==> src/hdl/jlgc_pkg.sv <==
// ----------------------------------------------------------------------------
// jlgc_pkg
// Shared constants for the joystick lamp gesture controller: register
// indexes, reset values, fixed-point limits.
// ----------------------------------------------------------------------------
`default_nettype none

package jlgc_pkg;

  localparam int ANIM_COUNT_DEF = 8;

  localparam int CFG_IDX_W  = 3;
  localparam int CFG_DATA_W = 16;

  localparam logic [CFG_IDX_W-1:0] CFG_DEADZONE  = 3'd0;
  localparam logic [CFG_IDX_W-1:0] CFG_RELEASE   = 3'd1;
  localparam logic [CFG_IDX_W-1:0] CFG_LONG_MS   = 3'd2;
  localparam logic [CFG_IDX_W-1:0] CFG_GAIN      = 3'd3;
  localparam logic [CFG_IDX_W-1:0] CFG_INT_RATE  = 3'd4;
  localparam logic [CFG_IDX_W-1:0] CFG_HUE_RATE  = 3'd5;
  localparam logic [CFG_IDX_W-1:0] CFG_LOCK_MASK = 3'd6;

  localparam logic [14:0] DEADZONE_RST  = 15'd4915;
  localparam logic [14:0] RELEASE_RST   = 15'd3277;
  localparam logic [15:0] LONG_MS_RST   = 16'd500;
  localparam logic [15:0] GAIN_RST      = 16'd2560;
  localparam logic [15:0] INT_RATE_RST  = 16'd16777;
  localparam logic [15:0] HUE_RATE_RST  = 16'd6554;
  localparam logic [7:0]  LOCK_MASK_RST = 8'd0;

  // Hue in Q9.16 degrees, kept below 360 << 16
  localparam int          HUE_W       = 25;
  localparam logic [24:0] HUE_FULL    = 25'd23592960;
  localparam logic [15:0] HUE_NOW_MAX = 16'd46079;

  localparam logic [23:0] LEVEL_MAX = 24'hFFFFFF;
  localparam logic [15:0] RESP_ONE  = 16'h8000;

endpackage

`default_nettype wire

==> src/hdl/joystick_lamp_gesture_control.sv <==
// ----------------------------------------------------------------------------
// joystick_lamp_gesture_control
// Stick Y ramps a lamp intensity through a deadzone response; stick X runs a
// gesture machine that steps the animation or rotates its hue, held in RAM.
// ----------------------------------------------------------------------------
//  channel | handshake           | payload
//  --------+---------------------+------------------------------------------
//  in      | in_valid/in_ready   | in_stick_x, in_stick_y, in_elapsed_ms
//  out     | out_valid/out_ready | out_intensity, out_anim_index,
//          |                     | out_hue_now, out_gesture_engaged
//  cfg     | cfg_we              | cfg_index, cfg_wdata
//
//  An item runs through these steps in order: gesture update and RAM read,
//  the two products, the intensity product with the hue read-modify-write,
//  then the result. A new item is taken in the cycle the result is loaded,
//  so the block takes no new item while one is still in its steps.
//  A held result stalls the last step only; the output register frees it.
//  Reset (rst_n low, synchronous) clears state and hue valid bits; no sweep.
// ----------------------------------------------------------------------------
`default_nettype none

module joystick_lamp_gesture_control #(
  parameter int ANIM_COUNT = jlgc_pkg::ANIM_COUNT_DEF
) (
  input  wire logic                            clk,
  input  wire logic                            rst_n,
  input  wire logic                            in_valid,
  output logic                                 in_ready,
  input  wire logic signed [15:0]              in_stick_x,
  input  wire logic signed [15:0]              in_stick_y,
  input  wire logic        [7:0]               in_elapsed_ms,
  output logic                                 out_valid,
  input  wire logic                            out_ready,
  output logic             [15:0]              out_intensity,
  output logic             [2:0]               out_anim_index,
  output logic             [15:0]              out_hue_now,
  output logic                                 out_gesture_engaged,
  input  wire logic                            cfg_we,
  input  wire logic [jlgc_pkg::CFG_IDX_W-1:0]  cfg_index,
  input  wire logic [jlgc_pkg::CFG_DATA_W-1:0] cfg_wdata
);

  localparam int AW = $clog2(ANIM_COUNT);
  localparam int HW = jlgc_pkg::HUE_W;

  localparam logic [2:0] ST_IDLE = 3'd0;
  localparam logic [2:0] ST_CALC = 3'd1;
  localparam logic [2:0] ST_MUL  = 3'd2;
  localparam logic [2:0] ST_STEP = 3'd3;
  localparam logic [2:0] ST_FIN  = 3'd4;

  // configuration
  logic [14:0] deadzone_r, release_r;
  logic [15:0] long_ms_r, gain_r, int_rate_r, hue_rate_r;
  logic [7:0]  lock_mask_r;

  // control state
  logic [2:0]          state_r, state_nxt;
  logic                eng_r, dir_r;
  logic [31:0]         held_r;
  logic [AW-1:0]       anim_r, anim_nxt;
  logic [ANIM_COUNT-1:0] hue_vld_r;
  logic                out_valid_r;

  // item payload
  logic [15:0] x_r, y_r;
  logic [7:0]  dt_r;
  logic [15:0] resp_r;
  logic [7:0]  hdiff_r;
  logic        rot_r;
  logic [31:0] prod_r;
  logic [23:0] step_r;
  logic [24:0] delta_r;
  logic [HW-1:0] hue_res_r;
  logic [23:0] level_r;
  logic [15:0] out_int_r, out_hue_r;
  logic [2:0]  out_anim_r;
  logic        out_eng_r;

  logic        accept, fin_go;

  assign fin_go   = (state_r == ST_FIN) && (!out_valid_r || out_ready);
  assign in_ready = (state_r == ST_IDLE) || fin_go;
  assign accept   = in_valid && in_ready;

  // ------------------------------------------------------------------
  // Configuration writes
  // ------------------------------------------------------------------
  always_ff @(posedge clk) begin
    if (!rst_n) begin
      deadzone_r  <= jlgc_pkg::DEADZONE_RST;
      release_r   <= jlgc_pkg::RELEASE_RST;
      long_ms_r   <= jlgc_pkg::LONG_MS_RST;
      gain_r      <= jlgc_pkg::GAIN_RST;
      int_rate_r  <= jlgc_pkg::INT_RATE_RST;
      hue_rate_r  <= jlgc_pkg::HUE_RATE_RST;
      lock_mask_r <= jlgc_pkg::LOCK_MASK_RST;
    end else if (cfg_we) begin
      case (cfg_index)
        jlgc_pkg::CFG_DEADZONE:  deadzone_r  <= cfg_wdata[14:0];
        jlgc_pkg::CFG_RELEASE:   release_r   <= cfg_wdata[14:0];
        jlgc_pkg::CFG_LONG_MS:   long_ms_r   <= cfg_wdata;
        jlgc_pkg::CFG_GAIN:      gain_r      <= cfg_wdata;
        jlgc_pkg::CFG_INT_RATE:  int_rate_r  <= cfg_wdata;
        jlgc_pkg::CFG_HUE_RATE:  hue_rate_r  <= cfg_wdata;
        jlgc_pkg::CFG_LOCK_MASK: lock_mask_r <= cfg_wdata[7:0];
        default: ;
      endcase
    end
  end

  // ------------------------------------------------------------------
  // Gesture and response (ST_CALC)
  // ------------------------------------------------------------------
  logic [16:0] mx, my, ydiff;
  logic [32:0] rprod;
  logic [21:0] rshift;
  logic [15:0] resp;
  logic        engage, release_hit, hold, short_press, locked, rot;
  logic [32:0] held_sum;
  logic [31:0] held_new, held_from, held_span;
  logic [AW+2:0] anim_wide;

  assign mx = x_r[15] ? (17'd0 - {x_r[15], x_r}) : {1'b0, x_r};
  assign my = y_r[15] ? (17'd0 - {y_r[15], y_r}) : {1'b0, y_r};

  assign ydiff  = my - {2'b00, deadzone_r};
  assign rprod  = 33'(ydiff) * 33'(gain_r);
  assign rshift = rprod[32:11];
  always_comb begin
    if (my < {2'b00, deadzone_r}) begin
      resp = '0;
    end else if (rshift > 22'(jlgc_pkg::RESP_ONE)) begin
      resp = jlgc_pkg::RESP_ONE;
    end else begin
      resp = rshift[15:0];
    end
  end

  assign engage      = !eng_r && (mx >= {2'b00, deadzone_r});
  assign release_hit = eng_r && (mx < {2'b00, release_r});
  assign hold        = eng_r && !release_hit;
  assign short_press = held_r < {16'd0, long_ms_r};

  assign held_sum  = {1'b0, held_r} + 33'(dt_r);
  assign held_new  = held_sum[32] ? '1 : held_sum[31:0];
  assign held_from = (held_r > {16'd0, long_ms_r}) ? held_r : {16'd0, long_ms_r};
  assign held_span = held_new - held_from;

  // animations numbered 8 and up have no lock bit
  assign anim_wide = (AW+3)'(anim_r);
  assign locked    = (anim_wide[AW+2:3] == '0) && lock_mask_r[anim_wide[2:0]];
  assign rot       = hold && (held_new > {16'd0, long_ms_r}) && !locked;

  always_comb begin
    anim_nxt = anim_r;
    if (release_hit && short_press) begin
      if (!dir_r) begin
        anim_nxt = (anim_r == AW'(ANIM_COUNT-1)) ? '0 : anim_r + AW'(1);
      end else begin
        anim_nxt = (anim_r == '0) ? AW'(ANIM_COUNT-1) : anim_r - AW'(1);
      end
    end
  end

  // ------------------------------------------------------------------
  // Hue table RAM: read at the selected animation, write back on rotation
  // ------------------------------------------------------------------
  logic [AW-1:0] ram_raddr;
  logic [HW-1:0] ram_rdata, hue_old, hue_new;
  logic [HW:0]   hue_sum;
  logic          hue_we;

  assign ram_raddr = (state_r == ST_CALC) ? anim_nxt : anim_r;
  assign hue_old   = hue_vld_r[anim_r] ? ram_rdata : '0;
  assign hue_sum   = {1'b0, hue_old} + (HW+1)'(step_r);

  always_comb begin
    if (!dir_r) begin
      hue_new = (hue_sum >= {1'b0, jlgc_pkg::HUE_FULL}) ?
                HW'(hue_sum - {1'b0, jlgc_pkg::HUE_FULL}) : hue_sum[HW-1:0];
    end else if (HW'(step_r) <= hue_old) begin
      hue_new = hue_old - HW'(step_r);
    end else begin
      hue_new = hue_old + (jlgc_pkg::HUE_FULL - HW'(step_r));
    end
  end

  assign hue_we = (state_r == ST_STEP) && rot_r;

  jlgc_ram #(
    .WIDTH (HW),
    .DEPTH (ANIM_COUNT)
  ) u_hue_ram (
    .clk   (clk),
    .we    (hue_we),
    .waddr (anim_r),
    .wdata (hue_new),
    .raddr (ram_raddr),
    .rdata (ram_rdata)
  );

  // ------------------------------------------------------------------
  // Intensity accumulate (ST_FIN)
  // ------------------------------------------------------------------
  logic [39:0] dprod;
  logic [25:0] lvl_sum;
  logic [23:0] level_nxt;

  assign dprod   = 40'(prod_r) * 40'(dt_r);
  assign lvl_sum = 26'(level_r) + 26'(delta_r);

  always_comb begin
    if (y_r[15]) begin
      level_nxt = (delta_r >= 25'(level_r)) ? '0 : level_r - delta_r[23:0];
    end else begin
      level_nxt = (lvl_sum > 26'(jlgc_pkg::LEVEL_MAX)) ? jlgc_pkg::LEVEL_MAX
                                                        : lvl_sum[23:0];
    end
  end

  // ------------------------------------------------------------------
  // Sequencer
  // ------------------------------------------------------------------
  always_comb begin
    state_nxt = state_r;
    case (state_r)
      ST_IDLE: if (accept) state_nxt = ST_CALC;
      ST_CALC: state_nxt = ST_MUL;
      ST_MUL:  state_nxt = ST_STEP;
      ST_STEP: state_nxt = ST_FIN;
      ST_FIN: begin
        if (fin_go) begin
          state_nxt = accept ? ST_CALC : ST_IDLE;
        end
      end
      default: state_nxt = ST_IDLE;
    endcase
  end

  always_ff @(posedge clk) begin
    if (!rst_n) begin
      state_r     <= ST_IDLE;
      eng_r       <= 1'b0;
      dir_r       <= 1'b0;
      held_r      <= '0;
      anim_r      <= '0;
      hue_vld_r   <= '0;
      level_r     <= '0;
      out_valid_r <= 1'b0;
    end else begin
      state_r <= state_nxt;
      if (state_r == ST_CALC) begin
        anim_r <= anim_nxt;
        if (engage) begin
          eng_r  <= 1'b1;
          dir_r  <= !(!x_r[15] && (x_r != '0));
          held_r <= '0;
        end else if (release_hit) begin
          eng_r <= 1'b0;
        end else if (hold) begin
          held_r <= held_new;
        end
      end
      if (hue_we) begin
        hue_vld_r[anim_r] <= 1'b1;
      end
      if (fin_go) begin
        level_r     <= level_nxt;
        out_valid_r <= 1'b1;
      end else if (out_ready) begin
        out_valid_r <= 1'b0;
      end
    end
  end

  always_ff @(posedge clk) begin
    if (accept) begin
      x_r  <= in_stick_x;
      y_r  <= in_stick_y;
      dt_r <= in_elapsed_ms;
    end
    if (state_r == ST_CALC) begin
      resp_r  <= resp;
      hdiff_r <= held_span[7:0];
      rot_r   <= rot;
    end
    if (state_r == ST_MUL) begin
      prod_r <= 32'(resp_r) * 32'(int_rate_r);
      step_r <= 24'(hdiff_r) * 24'(hue_rate_r);
    end
    if (state_r == ST_STEP) begin
      delta_r   <= dprod[39:15];
      hue_res_r <= rot_r ? hue_new : hue_old;
    end
    if (fin_go) begin
      out_int_r  <= level_nxt[23:8];
      out_anim_r <= anim_wide[2:0];
      out_hue_r  <= hue_res_r[HW-1:9];
      out_eng_r  <= eng_r;
    end
  end

  assign out_valid           = out_valid_r;
  assign out_intensity       = out_int_r;
  assign out_anim_index      = out_anim_r;
  assign out_hue_now         = out_hue_r;
  assign out_gesture_engaged = out_eng_r;

endmodule

`default_nettype wire

==> src/hdl/jlgc_ram.sv <==
// ----------------------------------------------------------------------------
// jlgc_ram
// Generic single-write, single-read RAM with registered read data.
// ----------------------------------------------------------------------------
`default_nettype none

module jlgc_ram #(
  parameter int WIDTH = 8,
  parameter int DEPTH = 8
) (
  input  wire logic                      clk,
  input  wire logic                      we,
  input  wire logic [$clog2(DEPTH)-1:0]  waddr,
  input  wire logic [WIDTH-1:0]          wdata,
  input  wire logic [$clog2(DEPTH)-1:0]  raddr,
  output logic      [WIDTH-1:0]          rdata
);

  logic [WIDTH-1:0] mem [DEPTH];

  always_ff @(posedge clk) begin
    if (we) begin
      mem[waddr] <= wdata;
    end
    rdata <= mem[raddr];
  end

endmodule

`default_nettype wire

==> config.mk <==
export PLATFORM = sky130hd
export DESIGN_NAME = joystick_lamp_gesture_control
export DESIGN_NICKNAME = d
export VERILOG_FILES = /design/src/hdl/jlgc_pkg.sv /design/src/hdl/joystick_lamp_gesture_control.sv /design/src/hdl/jlgc_ram.sv
export SDC_FILE = /design/constraint.sdc
export NUM_CORES = 2
export LEC_CHECK = 0
export ABC_CLOCK_PERIOD_IN_PS = 14300
export BUFFER_PORTS_ARGS = -buffer_cell sky130_fd_sc_hd__buf_2
export CAP_MARGIN = 15
export CORE_ASPECT_RATIO = 1.4
export CORE_MARGIN = 3
export CORE_UTILIZATION = 40
export DETAILED_ROUTE_END_ITERATION = 7
export PLACE_DENSITY = 0.58
export SLEW_MARGIN = 10
export SYNTH_ARGS = -nofsm -noshare
export SYNTH_HDL_FRONTEND = slang
export SYNTH_SLANG_ARGS = --single-unit
==> constraint.sdc <==
create_clock -name clk -period 14.3 [get_ports clk]
set_clock_uncertainty 0.2 [all_clocks]
set_input_delay 2.86 -clock clk [delete_from_list [all_inputs] [get_ports clk]]
set_output_delay 2.86 -clock clk [all_outputs]
set_load 0.01 [all_outputs]
* Word-level counts from Yosys, hierarchy flattened
Memory sizes are Yosys's and may differ from the RTL's. A register that Yosys moved wholly into a read port is not among the register bits.
Index checks and enable logic that the tools add are counted.
** Storage, ports and cells
- Register bits :: 382
- Bits in writable memories :: 200
- Input port bits :: 64
- Output and inout port bits :: 38
- Logic and storage cells :: 152
- Memories kept :: 1
** Cells by class
- $add $sub $neg :: 14
- Multipliers :: 4
- $lt $le $gt $ge :: 13
- Eq/ne operators :: 14
- Muxes and demuxes :: 37
- Bitwise operators :: 1
- Reductions and logical operators :: 38
** Memories
- u_hue_ram.mem :: depth 8, width 25, rd ports 1, clocked after Yosys merged registers in 1, wr ports 1, RTL line jlgc_ram.sv:19 : logic [WIDTH-1:0] mem [DEPTH];
** Operator list (count)
- 32-bit 2-to-1 mux :: 4
- 25-bit 2-to-1 mux :: 5
- 24-bit 2-to-1 mux :: 3
- 32-bit by 16-bit > comparator with 1-bit output :: 2
- 32-bit by 8-bit multiplier with 40-bit output :: 1
- 17-bit by 15-bit < comparator with 1-bit output :: 2
- 17-bit 2-to-1 mux :: 2
- 1-bit by 16-bit subtractor with 17-bit output, first input constant :: 2
- 32-bit by 8-bit adder with 33-bit output :: 1
- 17-bit by 16-bit multiplier with 33-bit output :: 1
- 32-bit by 16-bit < comparator with 1-bit output :: 1
- 16-bit by 16-bit multiplier with 32-bit output :: 1
- 24-bit by 25-bit adder with 26-bit output :: 1
- 25-bit by 24-bit adder with 26-bit output :: 1
- 26-bit by 25-bit greater-or-equal comparator with 1-bit output, second input constant :: 1
- 26-bit by 24-bit > comparator with 1-bit output, second input constant :: 1
- 25-bit adder :: 1
- 25-bit by 24-bit greater-or-equal comparator with 1-bit output :: 1
- 24-bit by 25-bit <= comparator with 1-bit output :: 1
- 25-bit by 24-bit subtractor with 25-bit output :: 1
- 25-bit by 24-bit subtractor with 25-bit output, first input constant :: 1
- 25-bit subtractor, second input constant :: 1
- 8-bit by 16-bit multiplier with 24-bit output :: 1
- 24-bit subtractor :: 1
- 29 further kinds :: 84

* Depth between registers and ports, before layout
- Word-level depth :: 9
- Gate-level depth with buffers :: 42

* Modules after synthesis
A second synthesis with hierarchy kept.
** Second synthesis, totals
- Cells, all modules :: 6343
- Area, all modules :: 60974.7 µm²
** Modules (own cells, without submodules)
- joystick_lamp_gesture_control :: times used 1, cells an instance 6015, area an instance 52713.1 µm², seq. area each 9449.1 µm²
- jlgc_ram :: times used 1, cells an instance 328, area an instance 8261.7 µm², seq. area each 6506.2 µm²

* Worst setup path before layout
OpenSTA, ideal clock, no wires.
- Kind :: flip-flop to flip-flop
- Start point :: reg y_r[15]
- End point :: reg resp_r[0], data pin
- Setup time :: 138 ps
- Arrival :: 10239 ps
- Setup slack :: 3722 ps
- Stages on the path, launching flop included :: 41
- Clock period less this slack :: 10578 ps
- Cell sequence :: edfxtp_1 clkbuf_1 clkbuf_1 clkbuf_1 clkbuf_1 o31ai_1 xnor2_1 ha_1 o21ai_0 a21boi_1 o21ai_0 a21boi_0 o21ai_0 a21boi_1 o31ai_1 o21ai_0 a2111oi_0 clkbuf_1 (+5 left out) fa_1 fa_1 inv_1 fa_1 inv_1 ha_1 a21oi_1 nor2b_1 o21ai_0 nand2b_1 a2111oi_4 nor3b_2 mux2i_1 nand2_1 or4_1 a221o_1 buf_6 nor2_1
** On the way
- Word-level cells in the longest chain between the ends :: 6
- Elaborated cells between the ends (all ways) :: 7
** RTL lines
- start, declared :: RTL line joystick_lamp_gesture_control.sv:66 : logic [15:0] x_r, y_r;
- start signal, assigned :: RTL line joystick_lamp_gesture_control.sv:280 : y_r <= in_stick_y;
- 1-bit by 16-bit subtractor with 17-bit output :: RTL line joystick_lamp_gesture_control.sv:125 : assign my = y_r[15] ? (17'd0 - {y_r[15], y_r}) : {1'b0, y_r};
- 17-bit 2-to-1 mux (*) :: RTL line joystick_lamp_gesture_control.sv:125
- 17-bit by 15-bit subtractor with 17-bit output :: RTL line joystick_lamp_gesture_control.sv:127 : assign ydiff = my - {2'b00, deadzone_r};
- 17-bit by 16-bit multiplier with 33-bit output :: RTL line joystick_lamp_gesture_control.sv:128 : assign rprod = 33'(ydiff) * 33'(gain_r);
- 22-bit by 16-bit > comparator with 1-bit output :: RTL line joystick_lamp_gesture_control.sv:133 : end else if (rshift > 22'(jlgc_pkg::RESP_ONE)) begin
- 2-bit OR reduction (no source line)
- end signal, assigned :: RTL line joystick_lamp_gesture_control.sv:284 : resp_r <= resp;
- end, declared :: RTL line joystick_lamp_gesture_control.sv:68 : logic [15:0] resp_r;
Mark *: on every way between the ends. The rest lies on a longest branch, timed or not.
A chain may end at the register's enable or synchronous reset.

* Worst setup path in the final report
- Start point :: reg y_r[15]
- End point :: reg resp_r[10], data pin
Same word-level chain as after synthesis.

==> metrics.yaml <==
status: "finished, final reports clean"
first_pass_iters: 5
nNetsFinal: 7763
grt_usage_pct: 21.0
placedCellCount: 8350
path_max_fanout: 54
yosysSeqAreaShare_pct: 26.1
vias: 45100
ys_ff_latch: 598
ys_types: 84
synth.net_count: 7783
cts_sinks: 598
grt_pass1_vias: 47100
min_path_type: "flip-flop to flip-flop"
syn_inst: 6477
crit_top_cell: "fa_1"
final_util_pct: 43.6
crit_arrival_ps: 11470
wl_per_cell_um: 19.2
cap_viol_max_count: 0
final_cell_mix: "nand2_1 (943), inv_1 (920), fa_1 (691)"
peakVddDrop_uv: 309
synthFlopType: "edfxtp_1"
cts_setup_buffers: 0
power.internal_w: 0.00790
slowest_stage: "xnor2_2"
post-route-period-util_pct: 78.2
fmax_ghz: 0.0895
htree_levels: 3
io_buffers: 101
drive_gt1_share_pct: 5.88
power.density_nw_per_um2: 224
num_rows: 169
syn_area_sq_um: 61000
synth-warning-count: 0
grt_pass1_wl_um: 261000
wirelength_um: 163000
drt_iter0_drc: 2799
slew_headroom_pct: 19.6
cts_tree: "yes"
post_drt_via_cell_ratio: 5.32
leakage_nw: 29.8
dieArea_sq_um: 157000
startpoint_type: "flip-flop"
switching_share_pct: 46.6
antenna_found_initial: 7
maxSlewViolCount: 0
avgSynthCellArea_sq_um: 9.43
clkPwrFrac_pct: 12.5
die_w_um: 336
finalPower_w: 0.0148
async_reset_ff_share_pct: 0
hold_buffers: 0
rsz0062_at_grt: "no"
overflow: 0
max_stage_delay_ps: 790
ioPinCount: 102
core_sq_um: 152000
fin_setup_tns_ps: 0
setup_viol: 0
cts_resized: 0
place.gp.congestion: 0.902
layout_commonest_cell: "nand2_1"
synth_edf_count: 398
critical_path_class: "flip-flop to flip-flop"
worst_setup_path_end_kind: "flip-flop"
min_period_ps: 11180
initial_core_util_pct: 40.3
cts-root-buf: "clkbuf_16"
grt_max_degree: 73
whs_ps: 217
die_y_um: 468
power.share.sequential_pct: 18.4
cts-buffers-inserted: 70
drc_errors: 0
area_growth_pct: 8.20
clk_pin_slew_ps: 60
tightest_slew_ps: 1200
clockBufferDepth: 3
p_sw_w: 0.00690
drt.antenna.violating_nets: 0
insertion_delay_ps: 690
stdcell_count: 8482
combPwrFrac_pct: 69.1
critPathRequiredTime_ps: 14590
dp_hpwl_um: 124000
hold_viol: 0
==> routing by layer <==
metal	up-vias	wire (um)	part of all wire, %	global-route usage, %
met5	-	0	0	0
met4	0	5420	3.3	6.97
met3	260	7410	4.6	2.62
met2	1059	81400	50	37.1
met1	22700	68300	42	26.4
li1	21100	-	-	-
==> Yosys cell counts (9+ instances only) <==
cell type | count | area share [%]
o21a_1 | 28 | 0.34
o221ai_1 | 9 | 0.13
a2111oi_0 | 11 | 0.16
nor2_1 | 319 | 2.0
a21oi_1 | 287 | 2.4
clkbuf_1 | 237 | 1.5
a21o_1 | 77 | 0.95
mux2_2 | 35 | 0.65
buf_2 | 27 | 0.22
fa_1 | 691 | 23
a211oi_1 | 49 | 0.60
a31oi_1 | 46 | 0.47
o211ai_1 | 38 | 0.47
or2_2 | 9 | 0.092
o21bai_1 | 31 | 0.38
o31a_1 | 11 | 0.16
nand2_1 | 943 | 5.8
mux2i_1 | 180 | 3.0
or3_1 | 27 | 0.28
a21boi_0 | 9 | 0.11
and3_1 | 32 | 0.33
nand4_1 | 32 | 0.33
nand3_1 | 79 | 0.65
xor2_1 | 52 | 0.75
nor3b_1 | 9 | 0.11
o22ai_1 | 9 | 0.092
nand2b_1 | 64 | 0.66
nor3_1 | 81 | 0.66
o21ai_0 | 179 | 1.5
inv_1 | 921 | 5.7
nor2b_1 | 67 | 0.69
edfxtp_1 | 398 | 20
or4_1 | 10 | 0.12
nor4_1 | 22 | 0.23
and2_1 | 352 | 3.6
xnor2_1 | 182 | 2.6
dfxtp_1 | 200 | 6.6
o31ai_1 | 40 | 0.49
ha_1 | 551 | 11
==> power by group through the flow <==
stage               combinational, W  sequential, W  clock, W
floorplan                    0.00799        0.00264         0
global placement              0.0101        0.00276         0
detailed placement            0.0102        0.00276         0
CTS                           0.0103        0.00273   0.00191
global route                  0.0117        0.00275   0.00198
finish                        0.0102        0.00273   0.00185
==> worst max-delay path, delay by kind of cell, from the launching register on <==
kind	cells	cell delay [ps]
adder cells (fa/ha/maj)	8	3660
AO/OA/AOI/OAI	13	3490
AND/OR/NAND/NOR	9	1640
buffers and inverters	7	850
XOR/XNOR	1	790
flip-flops	1	320
==> stage by stage <==
stage	setup slack, ps	area (sq um)
3_5_place_dp	3290	63700
4_1_cts	3180	66000
5_1_grt	2300	66000
6_report	3120	66100
3_3_place_gp	3310	63700
2_1_floorplan	3720	61000
==> registers in the layout, summed over array words and instances (netlist names), 24 cells and up <==
name             count
delta_r             25
held_r              32
level_r             24
prod_r              32
step_r              24
u_hue_ram.mem      200
u_hue_ram.rdata     25
==> final cells by class <==
| type | count | area (sq um) |
|---|---|---|
| timing repair buffer | 180 | 1100 |
| sequential | 598 | 16000 |
| tap | 1966 | 2460 |
| inverter | 923 | 3470 |
| fill | 14600 | 85600 |
| multi-input combinational | 4684 | 40700 |
| clock inverter | 39 | 463 |
| antenna | 3 | 7.51 |
| clock buffer | 89 | 1910 |
==> final timing paths <==
check	slack (ps)	depth (start not counted)	startpoint	endpoint
min	220	0	hue_res_r[10]	out_hue_now[1]
max	3120	38	y_r[15]	resp_r[10]
max reg2reg	3120	38	y_r[15]	resp_r[10]
min reg2reg	220	0	hue_res_r[10]	out_hue_now[1]
==> cell families after synthesis <==
logic type / after synthesis / share of synthesized area (%)
and+or+nand+nor: 2074 / 15.9
adders and majority gates: 1242 / 34.0
buffers and inverters: 1195 / 7.42
AOI/OAI and AO/OA: 918 / 9.62
DFF: 598 / 26.1
xor gates and xnor gates: 234 / 3.36
muxes: 216 / 3.63
Note: power is estimated with default switching activity, not from simulation.
